`config.mk`:
```
export PLATFORM = sky130hd
export DESIGN_NAME = pump_schedule_controller
export DESIGN_NICKNAME = d
export VERILOG_FILES = /design/src/rtl/core/psc_pkg.sv /design/src/rtl/core/psc_cfg.sv /design/src/rtl/core/psc_core.sv /design/src/rtl/core/psc_fmt.sv /design/src/rtl/core/pump_schedule_controller.sv
export SDC_FILE = /design/constraint.sdc
export NUM_CORES = 1
export LEC_CHECK = 0
export CAP_MARGIN = 15
export CORE_MARGIN = 1
export CORE_UTILIZATION = 46
export CTS_BUF_LIST = sky130_fd_sc_hd__clkbuf_4
export DETAILED_ROUTE_END_ITERATION = 10
export DONT_BUFFER_PORTS = 1
export GPL_TIMING_DRIVEN = 0
export PLACE_DENSITY_LB_ADDON = 0.1
export SYNTH_ARGS = -nofsm -noshare
export SYNTH_HDL_FRONTEND = slang
export SYNTH_SLANG_ARGS = --single-unit
```
`constraint.sdc`:
```
create_clock -name clk -period 11.3 [get_ports clk]
set_input_delay 1.13 -clock clk [delete_from_list [all_inputs] [get_ports clk]]
set_output_delay 1.13 -clock clk [all_outputs]
set_load 0.02 [all_outputs]
```
`src/rtl/core/psc_pkg.sv`:
```
// ============================================================================
// psc_pkg
// Shared types, widths and codes of the pump schedule controller.
// ============================================================================
`default_nettype none

package psc_pkg;

    // register file geometry
    localparam int NUM_REGS          = 3;
    localparam int NUM_SCHEDULES_DEF = 3;
    localparam int CFG_IDX_W         = 3;
    localparam int CFG_DATA_W        = 19;

    // internal widths
    localparam int MIN_W = 11;  // minute of day, also past midnight
    localparam int DUR_W = 8;   // run length in minutes
    localparam int SEC_W = 6;   // seconds within a minute
    localparam int OT_W  = 8;   // over-temperature seconds
    localparam int REM_W = 14;  // remaining seconds
    localparam int DSP_W = 15;  // display value

    // configuration register indexes
    localparam logic [CFG_IDX_W-1:0] REG_SCHED_0 = 3'd0;
    localparam logic [CFG_IDX_W-1:0] REG_SCHED_1 = 3'd1;
    localparam logic [CFG_IDX_W-1:0] REG_SCHED_2 = 3'd2;
    localparam logic [CFG_IDX_W-1:0] REG_COUNT   = 3'd3;
    localparam logic [CFG_IDX_W-1:0] REG_AUTO    = 3'd4;
    localparam logic [CFG_IDX_W-1:0] REG_OT_HOLD = 3'd5;

    // schedule reference codes
    localparam logic [1:0] ENTRY_NONE = 2'd3;

    // stop causes
    localparam logic [1:0] STOP_NONE     = 2'd0;
    localparam logic [1:0] STOP_OVERTEMP = 2'd1;
    localparam logic [1:0] STOP_EXPIRED  = 2'd2;
    localparam logic [1:0] STOP_BUTTON   = 2'd3;

    // start causes
    localparam logic [1:0] START_NONE   = 2'd0;
    localparam logic [1:0] START_MANUAL = 2'd1;
    localparam logic [1:0] START_SCHED  = 2'd2;

    localparam logic [DUR_W-1:0] MAX_DURATION     = 8'd240;
    localparam logic [DUR_W-1:0] DEFAULT_DURATION = 8'd30;
    localparam logic [SEC_W-1:0] SEC_MAX          = 6'd59;

    // input transaction
    typedef struct packed {
        logic [4:0] hour;
        logic [5:0] minute;
        logic       time_valid;
        logic       overtemp_asserted;
        logic       button_level;
    } tick_t;

    // output transaction
    typedef struct packed {
        logic             motor_on;
        logic [REM_W-1:0] remaining_seconds;
        logic [DSP_W-1:0] display_value;
        logic [1:0]       active_schedule;
        logic [1:0]       stop_cause;
        logic [1:0]       start_cause;
    } result_t;

    // registered tick with minute of day worked out
    typedef struct packed {
        logic [MIN_W-1:0] now_min;
        logic             time_valid;
        logic             overtemp;
        logic             button;
    } stage_t;

    // sanitized schedule window in minutes of day
    typedef struct packed {
        logic [MIN_W-1:0] start_min;
        logic [MIN_W-1:0] end_min;
        logic [DUR_W-1:0] dur;
    } sched_t;

    // configuration seen by the update logic
    typedef struct packed {
        sched_t [NUM_REGS-1:0] entry;
        logic [1:0]            count;
        logic                  auto_en;
        logic [OT_W-1:0]       ot_hold;
    } cfg_t;

    // raw result in minutes and seconds
    typedef struct packed {
        logic             motor_on;
        logic [DUR_W-1:0] rem_min;
        logic [SEC_W-1:0] rem_sec;
        logic [1:0]       active_schedule;
        logic [1:0]       stop_cause;
        logic [1:0]       start_cause;
    } raw_t;

endpackage

`default_nettype wire

```
`src/rtl/core/psc_cfg.sv`:
```
// ============================================================================
// psc_cfg
// Configuration registers; schedule entries are sanitized and stored as
// start and end minute of day when written.
// ============================================================================
`default_nettype none

module psc_cfg
    import psc_pkg::*;
(
    input  logic                  clk,
    input  logic                  rst_n,
    input  logic                  cfg_valid,
    input  logic [CFG_IDX_W-1:0]  cfg_index,
    input  logic [CFG_DATA_W-1:0] cfg_data,
    output cfg_t                  cfg,
    output logic [NUM_REGS-1:0]   entry_written
);

    localparam logic [CFG_DATA_W-1:0] ENTRY_RESET = 19'd30;

    // replace bad fields with defaults and convert to minutes of day
    function automatic sched_t decode_entry(logic [CFG_DATA_W-1:0] v);
        logic [4:0]       h;
        logic [5:0]       m;
        logic [DUR_W-1:0] d;
        sched_t           s;
        h = v[18:14];
        m = v[13:8];
        d = v[7:0];
        if (h > 5'd23)
            h = '0;
        if (m > 6'd59)
            m = '0;
        if (d == '0 || d > MAX_DURATION)
            d = DEFAULT_DURATION;
        s.start_min = MIN_W'(h) * MIN_W'(60) + MIN_W'(m);
        s.end_min   = s.start_min + MIN_W'(d);
        s.dur       = d;
        return s;
    endfunction

    sched_t [NUM_REGS-1:0] entry_reg;
    logic [1:0]            count_reg;
    logic                  auto_reg;
    logic [OT_W-1:0]       hold_reg;

    // register writes
    always_ff @(posedge clk or negedge rst_n)
    begin
        if (!rst_n)
        begin
            for (int j = 0; j < NUM_REGS; j++)
            begin
                entry_reg[j] <= decode_entry(ENTRY_RESET);
            end
            count_reg <= '0;
            auto_reg  <= 1'b0;
            hold_reg  <= 8'd2;
        end
        else if (cfg_valid)
        begin
            unique case (cfg_index) inside
                REG_SCHED_0, REG_SCHED_1, REG_SCHED_2:
                    entry_reg[cfg_index[1:0]] <= decode_entry(cfg_data);
                REG_COUNT:   count_reg <= cfg_data[1:0];
                REG_AUTO:    auto_reg  <= cfg_data[0];
                REG_OT_HOLD: hold_reg  <= cfg_data[OT_W-1:0];
                default:     ;
            endcase
        end
    end

    // pulse per entry write, used to unblock that entry
    always_comb
    begin
        for (int j = 0; j < NUM_REGS; j++)
        begin
            entry_written[j] = cfg_valid && (cfg_index == REG_SCHED_0 + CFG_IDX_W'(j));
        end
    end

    assign cfg.entry   = entry_reg;
    assign cfg.count   = count_reg;
    assign cfg.auto_en = auto_reg;
    assign cfg.ot_hold = hold_reg;

endmodule

`default_nettype wire

```
`src/rtl/core/psc_core.sv`:
```
// ============================================================================
// psc_core
// Per-tick update: over-temperature, countdown, button, schedule match and
// window clearing, with the controller state and the raw result register.
// ============================================================================
`default_nettype none

module psc_core
    import psc_pkg::*;
#(
    parameter int NUM_ACTIVE = NUM_REGS
)
(
    input  logic                clk,
    input  logic                rst_n,
    input  logic                step,
    input  stage_t              stage_in,
    input  cfg_t                cfg,
    input  logic [NUM_REGS-1:0] entry_written,
    input  logic                drain,
    output logic                res_valid,
    output raw_t                res
);

    // controller state
    logic                  motor_running_reg;
    logic [DUR_W-1:0]      rem_min_reg;
    logic [SEC_W-1:0]      rem_sec_reg;
    logic [1:0]            cur_reg;
    logic [NUM_ACTIVE-1:0] comp_reg;
    logic [NUM_ACTIVE-1:0] blk_reg;
    logic [DUR_W-1:0]      manual_min_reg;
    logic [OT_W-1:0]       ot_elapsed_reg;
    logic                  ot_tracking_reg;
    logic                  last_button_reg;
    logic                  res_valid_reg;
    raw_t                  res_reg;

    // next values
    logic                  motor_running_next;
    logic [DUR_W-1:0]      rem_min_next;
    logic [SEC_W-1:0]      rem_sec_next;
    logic [1:0]            cur_next;
    logic [NUM_ACTIVE-1:0] comp_next;
    logic [NUM_ACTIVE-1:0] blk_next;
    logic [DUR_W-1:0]      manual_min_next;
    logic [OT_W-1:0]       ot_elapsed_next;
    logic                  ot_tracking_next;
    raw_t                  res_next;

    // intermediate terms
    logic                  ot_stop, cd_stop, btn_stop, btn_start, halt;
    logic                  run1, run2, run3, press;
    logic [DUR_W-1:0]      dec_min;
    logic [SEC_W-1:0]      dec_sec;
    logic                  found, sched_start;
    logic [NUM_ACTIVE-1:0] hit_oh, in_use;
    logic [MIN_W-1:0]      hit_end;
    logic [DUR_W-1:0]      hit_dur;
    logic [1:0]            hit_code, stop_code;

    always_comb
    begin
        // over-temperature tracking
        if (stage_in.overtemp)
        begin
            ot_tracking_next = 1'b1;
            if (!ot_tracking_reg)
                ot_elapsed_next = '0;
            else if (ot_elapsed_reg != '1)
                ot_elapsed_next = ot_elapsed_reg + 1'b1;
            else
                ot_elapsed_next = ot_elapsed_reg;
        end
        else
        begin
            ot_tracking_next = 1'b0;
            ot_elapsed_next  = '0;
        end
        ot_stop = stage_in.overtemp && (ot_elapsed_next > cfg.ot_hold) && motor_running_reg;
        run1    = motor_running_reg && !ot_stop;

        // one-second countdown
        if (rem_sec_reg != '0)
        begin
            dec_min = rem_min_reg;
            dec_sec = rem_sec_reg - 1'b1;
        end
        else if (rem_min_reg != '0)
        begin
            dec_min = rem_min_reg - 1'b1;
            dec_sec = SEC_MAX;
        end
        else
        begin
            dec_min = '0;
            dec_sec = '0;
        end
        cd_stop = run1 && (dec_min == '0) && (dec_sec == '0);
        run2    = run1 && !cd_stop;

        // button falling edge toggles the motor
        press     = last_button_reg && !stage_in.button;
        btn_start = press && !run2;
        btn_stop  = press && run2;
        run3      = btn_start || (run2 && !btn_stop);
        halt      = ot_stop || cd_stop || btn_stop;

        if (btn_stop)
            stop_code = STOP_BUTTON;
        else if (cd_stop)
            stop_code = STOP_EXPIRED;
        else if (ot_stop)
            stop_code = STOP_OVERTEMP;
        else
            stop_code = STOP_NONE;

        // apply stop and manual start
        comp_next       = comp_reg;
        blk_next        = blk_reg;
        cur_next        = cur_reg;
        manual_min_next = manual_min_reg;
        if (halt)
        begin
            for (int j = 0; j < NUM_ACTIVE; j++)
            begin
                if (cur_reg == 2'(j))
                begin
                    comp_next[j] = 1'b1;
                    blk_next[j]  = 1'b1;
                end
            end
            cur_next = ENTRY_NONE;
        end
        if (btn_start)
        begin
            rem_min_next = manual_min_reg;
            rem_sec_next = '0;
        end
        else if (run3)
        begin
            rem_min_next = dec_min;
            rem_sec_next = dec_sec;
        end
        else
        begin
            rem_min_next = '0;
            rem_sec_next = '0;
        end
        motor_running_next = run3;

        // first window holding the current minute
        found    = 1'b0;
        hit_oh   = '0;
        hit_end  = '0;
        hit_dur  = '0;
        hit_code = ENTRY_NONE;
        for (int i = 0; i < NUM_ACTIVE; i++)
        begin
            in_use[i] = cfg.count > 2'(i);
            if (!found && in_use[i]
                && stage_in.now_min >= cfg.entry[i].start_min
                && stage_in.now_min <  cfg.entry[i].end_min)
            begin
                found     = 1'b1;
                hit_oh[i] = 1'b1;
                hit_end   = cfg.entry[i].end_min;
                hit_dur   = cfg.entry[i].dur;
                hit_code  = 2'(i);
            end
        end
        sched_start = stage_in.time_valid && found && cfg.auto_en && !run3
                      && ((hit_oh & (comp_next | blk_next)) == '0);
        if (sched_start)
        begin
            motor_running_next = 1'b1;
            rem_min_next       = DUR_W'(hit_end - stage_in.now_min);
            rem_sec_next       = '0;
            manual_min_next    = hit_dur;
            cur_next           = hit_code;
            comp_next          = comp_next | hit_oh;
        end

        // windows already passed release their flags
        for (int i = 0; i < NUM_ACTIVE; i++)
        begin
            if (stage_in.time_valid && in_use[i] && stage_in.now_min >= cfg.entry[i].end_min)
            begin
                comp_next[i] = 1'b0;
                blk_next[i]  = 1'b0;
            end
        end

        // raw result
        res_next.motor_on        = motor_running_next;
        res_next.rem_min         = rem_min_next;
        res_next.rem_sec         = rem_sec_next;
        res_next.active_schedule = cur_next;
        res_next.stop_cause      = stop_code;
        if (sched_start)
            res_next.start_cause = START_SCHED;
        else if (btn_start)
            res_next.start_cause = START_MANUAL;
        else
            res_next.start_cause = START_NONE;
    end

    // state and result registers
    always_ff @(posedge clk or negedge rst_n)
    begin
        if (!rst_n)
        begin
            motor_running_reg <= 1'b0;
            rem_min_reg       <= '0;
            rem_sec_reg       <= '0;
            cur_reg           <= ENTRY_NONE;
            comp_reg          <= '0;
            blk_reg           <= '0;
            manual_min_reg    <= DEFAULT_DURATION;
            ot_elapsed_reg    <= '0;
            ot_tracking_reg   <= 1'b0;
            last_button_reg   <= 1'b1;
            res_valid_reg     <= 1'b0;
        end
        else
        begin
            if (step)
            begin
                motor_running_reg <= motor_running_next;
                rem_min_reg       <= rem_min_next;
                rem_sec_reg       <= rem_sec_next;
                cur_reg           <= cur_next;
                comp_reg          <= comp_next;
                manual_min_reg    <= manual_min_next;
                ot_elapsed_reg    <= ot_elapsed_next;
                ot_tracking_reg   <= ot_tracking_next;
                last_button_reg   <= stage_in.button;
            end
            // entry writes unblock their schedule
            blk_reg       <= (step ? blk_next : blk_reg) & ~entry_written[NUM_ACTIVE-1:0];
            res_valid_reg <= step || (res_valid_reg && !drain);
        end
    end

    // result payload
    always_ff @(posedge clk)
    begin
        if (step)
            res_reg <= res_next;
    end

    assign res_valid = res_valid_reg;
    assign res       = res_reg;

    // stopped motor carries no count and no schedule
    a_stopped_clean: assert property (@(posedge clk) disable iff (!rst_n)
        !motor_running_reg |-> (rem_min_reg == '0 && rem_sec_reg == '0
                                && cur_reg == ENTRY_NONE))
        else $error("stopped motor with leftover count or schedule");

    // count stays within the longest run
    a_count_range: assert property (@(posedge clk) disable iff (!rst_n)
        rem_sec_reg <= SEC_MAX && rem_min_reg <= MAX_DURATION)
        else $error("remaining count out of range");

    // a schedule start always names its schedule
    a_sched_named: assert property (@(posedge clk) disable iff (!rst_n)
        res_valid_reg && res_reg.start_cause == START_SCHED
        |-> res_reg.motor_on && res_reg.active_schedule != ENTRY_NONE)
        else $error("schedule start without schedule");

    // state moves only on a tick
    a_state_hold: assert property (@(posedge clk) disable iff (!rst_n)
        !step |=> $stable(motor_running_reg) && $stable(rem_min_reg)
                  && $stable(rem_sec_reg) && $stable(comp_reg))
        else $error("state changed without a tick");

endmodule

`default_nettype wire

```
`src/rtl/core/psc_fmt.sv`:
```
// ============================================================================
// psc_fmt
// Output stage: converts minutes and seconds to the result fields and holds
// the result transaction until it is taken.
// ============================================================================
`default_nettype none

module psc_fmt
    import psc_pkg::*;
(
    input  logic    clk,
    input  logic    rst_n,
    input  logic    res_valid,
    input  raw_t    res,
    output logic    free,
    output logic    result_valid,
    output result_t result,
    input  logic    result_ready
);

    logic    out_valid_reg;
    result_t out_reg;
    result_t out_next;
    logic    load;

    assign free = !out_valid_reg || result_ready;
    assign load = res_valid && free;

    // seconds and display form
    always_comb
    begin
        out_next.motor_on          = res.motor_on;
        out_next.remaining_seconds = REM_W'(res.rem_min) * REM_W'(60) + REM_W'(res.rem_sec);
        out_next.display_value     = DSP_W'(res.rem_min) * DSP_W'(100) + DSP_W'(res.rem_sec);
        out_next.active_schedule   = res.active_schedule;
        out_next.stop_cause        = res.stop_cause;
        out_next.start_cause       = res.start_cause;
    end

    // output valid
    always_ff @(posedge clk or negedge rst_n)
    begin
        if (!rst_n)
            out_valid_reg <= 1'b0;
        else
            out_valid_reg <= load || (out_valid_reg && !result_ready);
    end

    // output payload
    always_ff @(posedge clk)
    begin
        if (load)
            out_reg <= out_next;
    end

    assign result_valid = out_valid_reg;
    assign result       = out_reg;

endmodule

`default_nettype wire

```
`src/rtl/core/pump_schedule_controller.sv`:
```
// ============================================================================
// pump_schedule_controller
// Pump motor controller updated once per one-second tick transaction.
// ============================================================================
// Path: result_valid rises once a taken tick has passed the tick, state/result
// and output registers. Throughput: one tick per cycle unless result_ready
// stalls; three register stages, ready flows back through all three.
// Reset: rst_n clears all control state and loads the register defaults;
// configuration writes are taken in every cycle.
`default_nettype none

module pump_schedule_controller
    import psc_pkg::*;
#(
    parameter int NUM_SCHEDULES = NUM_SCHEDULES_DEF
)
(
    input  logic                  clk,
    input  logic                  rst_n,
    input  logic                  tick_valid,
    output logic                  tick_ready,
    input  tick_t                 tick,
    output logic                  result_valid,
    input  logic                  result_ready,
    output result_t               result,
    input  logic                  cfg_valid,
    output logic                  cfg_ready,
    input  logic [CFG_IDX_W-1:0]  cfg_index,
    input  logic [CFG_DATA_W-1:0] cfg_data
);

    localparam int NUM_ACTIVE = (NUM_SCHEDULES < NUM_REGS) ? NUM_SCHEDULES : NUM_REGS;

    cfg_t                cfg;
    logic [NUM_REGS-1:0] entry_written;
    logic                a_valid_reg;
    stage_t              a_reg;
    stage_t              a_next;
    logic                res_valid;
    raw_t                res;
    logic                free;
    logic                b_ready;
    logic                step;
    logic                accept;

    assign cfg_ready = 1'b1;

    // pipeline handshake
    assign b_ready    = !res_valid || free;
    assign step       = a_valid_reg && b_ready;
    assign tick_ready = !a_valid_reg || b_ready;
    assign accept     = tick_valid && tick_ready;

    // minute of day of the incoming tick
    always_comb
    begin
        a_next.now_min    = MIN_W'(tick.hour) * MIN_W'(60) + MIN_W'(tick.minute);
        a_next.time_valid = tick.time_valid;
        a_next.overtemp   = tick.overtemp_asserted;
        a_next.button     = tick.button_level;
    end

    // tick stage valid
    always_ff @(posedge clk or negedge rst_n)
    begin
        if (!rst_n)
            a_valid_reg <= 1'b0;
        else
            a_valid_reg <= accept || (a_valid_reg && !step);
    end

    // tick stage payload
    always_ff @(posedge clk)
    begin
        if (accept)
            a_reg <= a_next;
    end

    psc_cfg u_cfg (
        .clk           (clk),
        .rst_n         (rst_n),
        .cfg_valid     (cfg_valid),
        .cfg_index     (cfg_index),
        .cfg_data      (cfg_data),
        .cfg           (cfg),
        .entry_written (entry_written)
    );

    psc_core #(
        .NUM_ACTIVE (NUM_ACTIVE)
    ) u_core (
        .clk           (clk),
        .rst_n         (rst_n),
        .step          (step),
        .stage_in      (a_reg),
        .cfg           (cfg),
        .entry_written (entry_written),
        .drain         (res_valid && free),
        .res_valid     (res_valid),
        .res           (res)
    );

    psc_fmt u_fmt (
        .clk          (clk),
        .rst_n        (rst_n),
        .res_valid    (res_valid),
        .res          (res),
        .free         (free),
        .result_valid (result_valid),
        .result       (result),
        .result_ready (result_ready)
    );

endmodule

`default_nettype wire
```
==> flow_summary.yaml <==
status:
  status: "finished clean"
hold_path:
  hold_class: "primary input to async pin"
yosys:
  ys.flop_type: "dfrtp_1"
  synth_cell_type_count: 71
  syn_avg_cell_area_sq_um: 9.70
  ys_ff_latch: 213
  ys_warn_count: 0
  synth_seq_area_share: 0.392
  syn-num-nets: 1753
  async_flop_share: 0.681
  synth_area_sq_um: 14600
  synth_edf_count: 68
  postSynthCellCount: 1502
sta:
  post-route-period-util: 0.479
  hold_viol_final: 0
  drv_slew: 0
  tightest_slew_ps: 961
  setup_viol: 0
  fin_hold_ws_ps: 94.0
  rsz0062_at_grt: "no"
  clock_skew_ps: 73.3
  max_freq_mhz: 185
  fin_crit_ps: 5420
  tns_ps: 0
  relSlewSlack: 0.360
drt:
  remaining_drc_errors: 0
  via_per_inst: 5.31
  via_count: 10700
  drt_iter0_drc: 514
  wl_per_cell_microns: 17.1
  routed_wirelength_microns: 34400
  drtPass1Iterations: 5
  ant_nets: 0
clock_tree:
  cts_resized: 0
  hold_buffers: 0
  post_cts_buffers: 0
  cts_tree: "built"
  h-tree-depth: 2
  clock_sinks: 213
  cts_buffers: 58
  root_buffer: "clkbuf_4"
  clk_pin_slew_ps: 60
  clk_latency_ps: 750
  cts.path.max_buffers: 3
grt:
  track_usage: 0.220
  antenna_found_initial: 1
  grt_pass1_vias: 10800
  grt_first_pass_wirelength_microns: 56500
  grt.overflow.total: 0
  grt_max_degree: 146
finish:
  drive_above_1_share: 0.115
  nNetsFinal: 1814
  fillers: 2927
  largest_reg_flops: 90
  seq_area_sq_um: 5710
  most-common-layout-cells: "185 x nand2_1, 174 x ha_1, 171 x inv_1, 123 x o21ai_0, 113 x dfrtp_1"
  final_core_util: 0.514
  multi_input_area_sq_um: 8010
  final_common_cell: "nand2_1"
  areaGrowthSynthToFinish_pct: 8.94
critical_path:
  required_ps: 11790
  crit_type: "flop to flop"
  reg2reg_from: "u_core.ot_elapsed_reg[0]$_DFFE_PN0P_"
  slowest_stage: "a2111oi_0"
  critPathCaptureType: "flop"
  worst_setup_path_start_kind: "flop"
  path_max_fanout: 10
  worstPathCellList: "ha_1 -> and3_1 -> nand2_1 -> or2_2 -> clkbuf_1 -> nand3_1 -> o21ai_0 -> nor2_1 -> ha_1 -> a41oi_1 -> a21o_1 -> nand3_1 -> nand2_1 -> or2_2 -> inv_1 -> ha_1 -> a41oi_1 -> a21oi_1 -> a2111oi_0 -> and2_1 -> buf_2 -> buf_4 -> mux2_1"
  crit_path_frequent_cell: "ha_1"
  critPathMaxStageDelay_ps: 700
  worst_ep_arrival_time_ps: 5900
  crit_path_start: "u_core.ot_elapsed_reg[0]$_DFFE_PN0P_"
job:
  drv_cap: 0
power:
  p_per_area_nw_per_um2: 286
  ir_drop_v: 0.000105
  fin_total_pwr_uw: 4540
  power_leakage_uw: 0.00746
floorplan:
  die_x_microns: 180
  dieArea_sq_um: 32400
  die_h_microns: 180
  core_sq_um: 30900
  start_util: 0.472
  boundaryPins: 80
  rows: 64
placed_design:
  dpl.hpwl_microns: 26300
  place_congestion: 0.862
  io_buffers: 0
per-stage QoR:
| step | cell area [sq um] | worst slack [ps] | cells |
|---|---|---|---|
| 2_1_floorplan | 14600 | 6240 | 1502 |
| 3_3_place_gp | 15100 | 5720 | 1898 |
| 3_5_place_dp | 15100 | 5610 | 1899 |
| 4_1_cts | 15900 | 5890 | 2008 |
| 5_1_grt | 15900 | 5280 | 2009 |
| 6_report | 15900 | 5880 | 2009 |
synthesized netlist by cell type (all sizes together), types with 4 or more instances:
library cell | count | area, sq um
a211oi | 11 | 87.6
a21o | 25 | 188
a21oi | 88 | 444
a221o | 9 | 90.1
a31oi | 6 | 37.5
and2 | 14 | 90.1
and3 | 6 | 42.5
buf | 16 | 105
clkbuf | 30 | 113
dfrtp | 113 | 2830
dfstp | 32 | 841
edfxtp | 68 | 2040
fa | 36 | 721
ha | 174 | 2180
inv | 171 | 642
mux2 | 34 | 383
mux2i | 9 | 90.1
nand2 | 185 | 694
nand2b | 17 | 106
nand3 | 27 | 135
nand3b | 4 | 30.0
nand4 | 15 | 93.8
nor2 | 65 | 244
nor2b | 26 | 163
nor3 | 24 | 120
nor3b | 11 | 93.8
nor4 | 6 | 37.5
o211ai | 4 | 30.0
o21a | 12 | 90.1
o21ai | 123 | 616
o21bai | 5 | 37.5
o31ai | 6 | 45.0
or2 | 6 | 37.5
xnor2 | 40 | 350
xor2 | 38 | 333
report_power, final:
group | internal (uW) | switching, uW
combinational | 1010 | 1380
clock | 397 | 328
sequential | 1170 | 266
final timing paths:
kind / to / slack [ps] / cells after the start
max: u_core.res[17]$_DFFE_PP_ / 5880 / 23
min: u_cfg.auto_reg$_DFFE_PN0P_ / 90 / 0
max reg2reg: u_core.res[17]$_DFFE_PP_ / 5880 / 23
min reg2reg: u_fmt.result[35]$_DFFE_PP_ / 410 / 0
max in group asynchronous: u_cfg.cfg[82]$_DFFE_PN1P_ / 10820 / 0
min in group clk: u_fmt.result[35]$_DFFE_PP_ / 410 / 0
metal layers:
layer | vias to the layer above | routed length (microns) | GRT usage
met2 | 195 | 16500 | 0.377
met1 | 5041 | 15800 | 0.284
met5 | - | 0 | 0
met4 | 0 | 964 | 0.0790
met3 | 67 | 1150 | 0.0311
li1 | 5359 | - | -
layout make-up:
| type | instances | share of cell area |
|---|---|---|
| Buffer | 46 | 0.0138 |
| Sequential cell | 213 | 0.360 |
| Inverter | 171 | 0.0404 |
| Antenna cell | 1 | 0.000158 |
| Clock inverter | 8 | 0.00189 |
| Timing Repair Buffer | 1 | 0.000946 |
| Tap cell | 396 | 0.0312 |
| Multi-Input combinational cell | 1072 | 0.504 |
| Clock buffer | 101 | 0.0478 |
kinds of logic (layout without fill, tap and decap cells):
logic type,after synthesis,in the layout,share of synthesized area
flip-flops,213,213,0.392
multiplexers,43,43,0.0324
AND/OR/NAND/NOR,415,415,0.135
AO/OA/AOI/OAI,325,325,0.136
adder cells (fa/ha/maj),210,210,0.199
other,1,2,0.000257
buffers and inverters,217,327,0.0590
XOR/XNOR,78,78,0.0469
worst max-delay path: cells and delay by family, from the launching register on:
| kind | cells | cell delay (ps) |
|---|---|---|
| and+or+nand+nor | 9 | 1390 |
| AOI/OAI and AO/OA | 6 | 1820 |
| muxes | 1 | 350 |
| adders and majority gates | 3 | 640 |
| DFF | 1 | 410 |
| buffers and inverters | 4 | 600 |
Power figures use the tool's default switching activity.
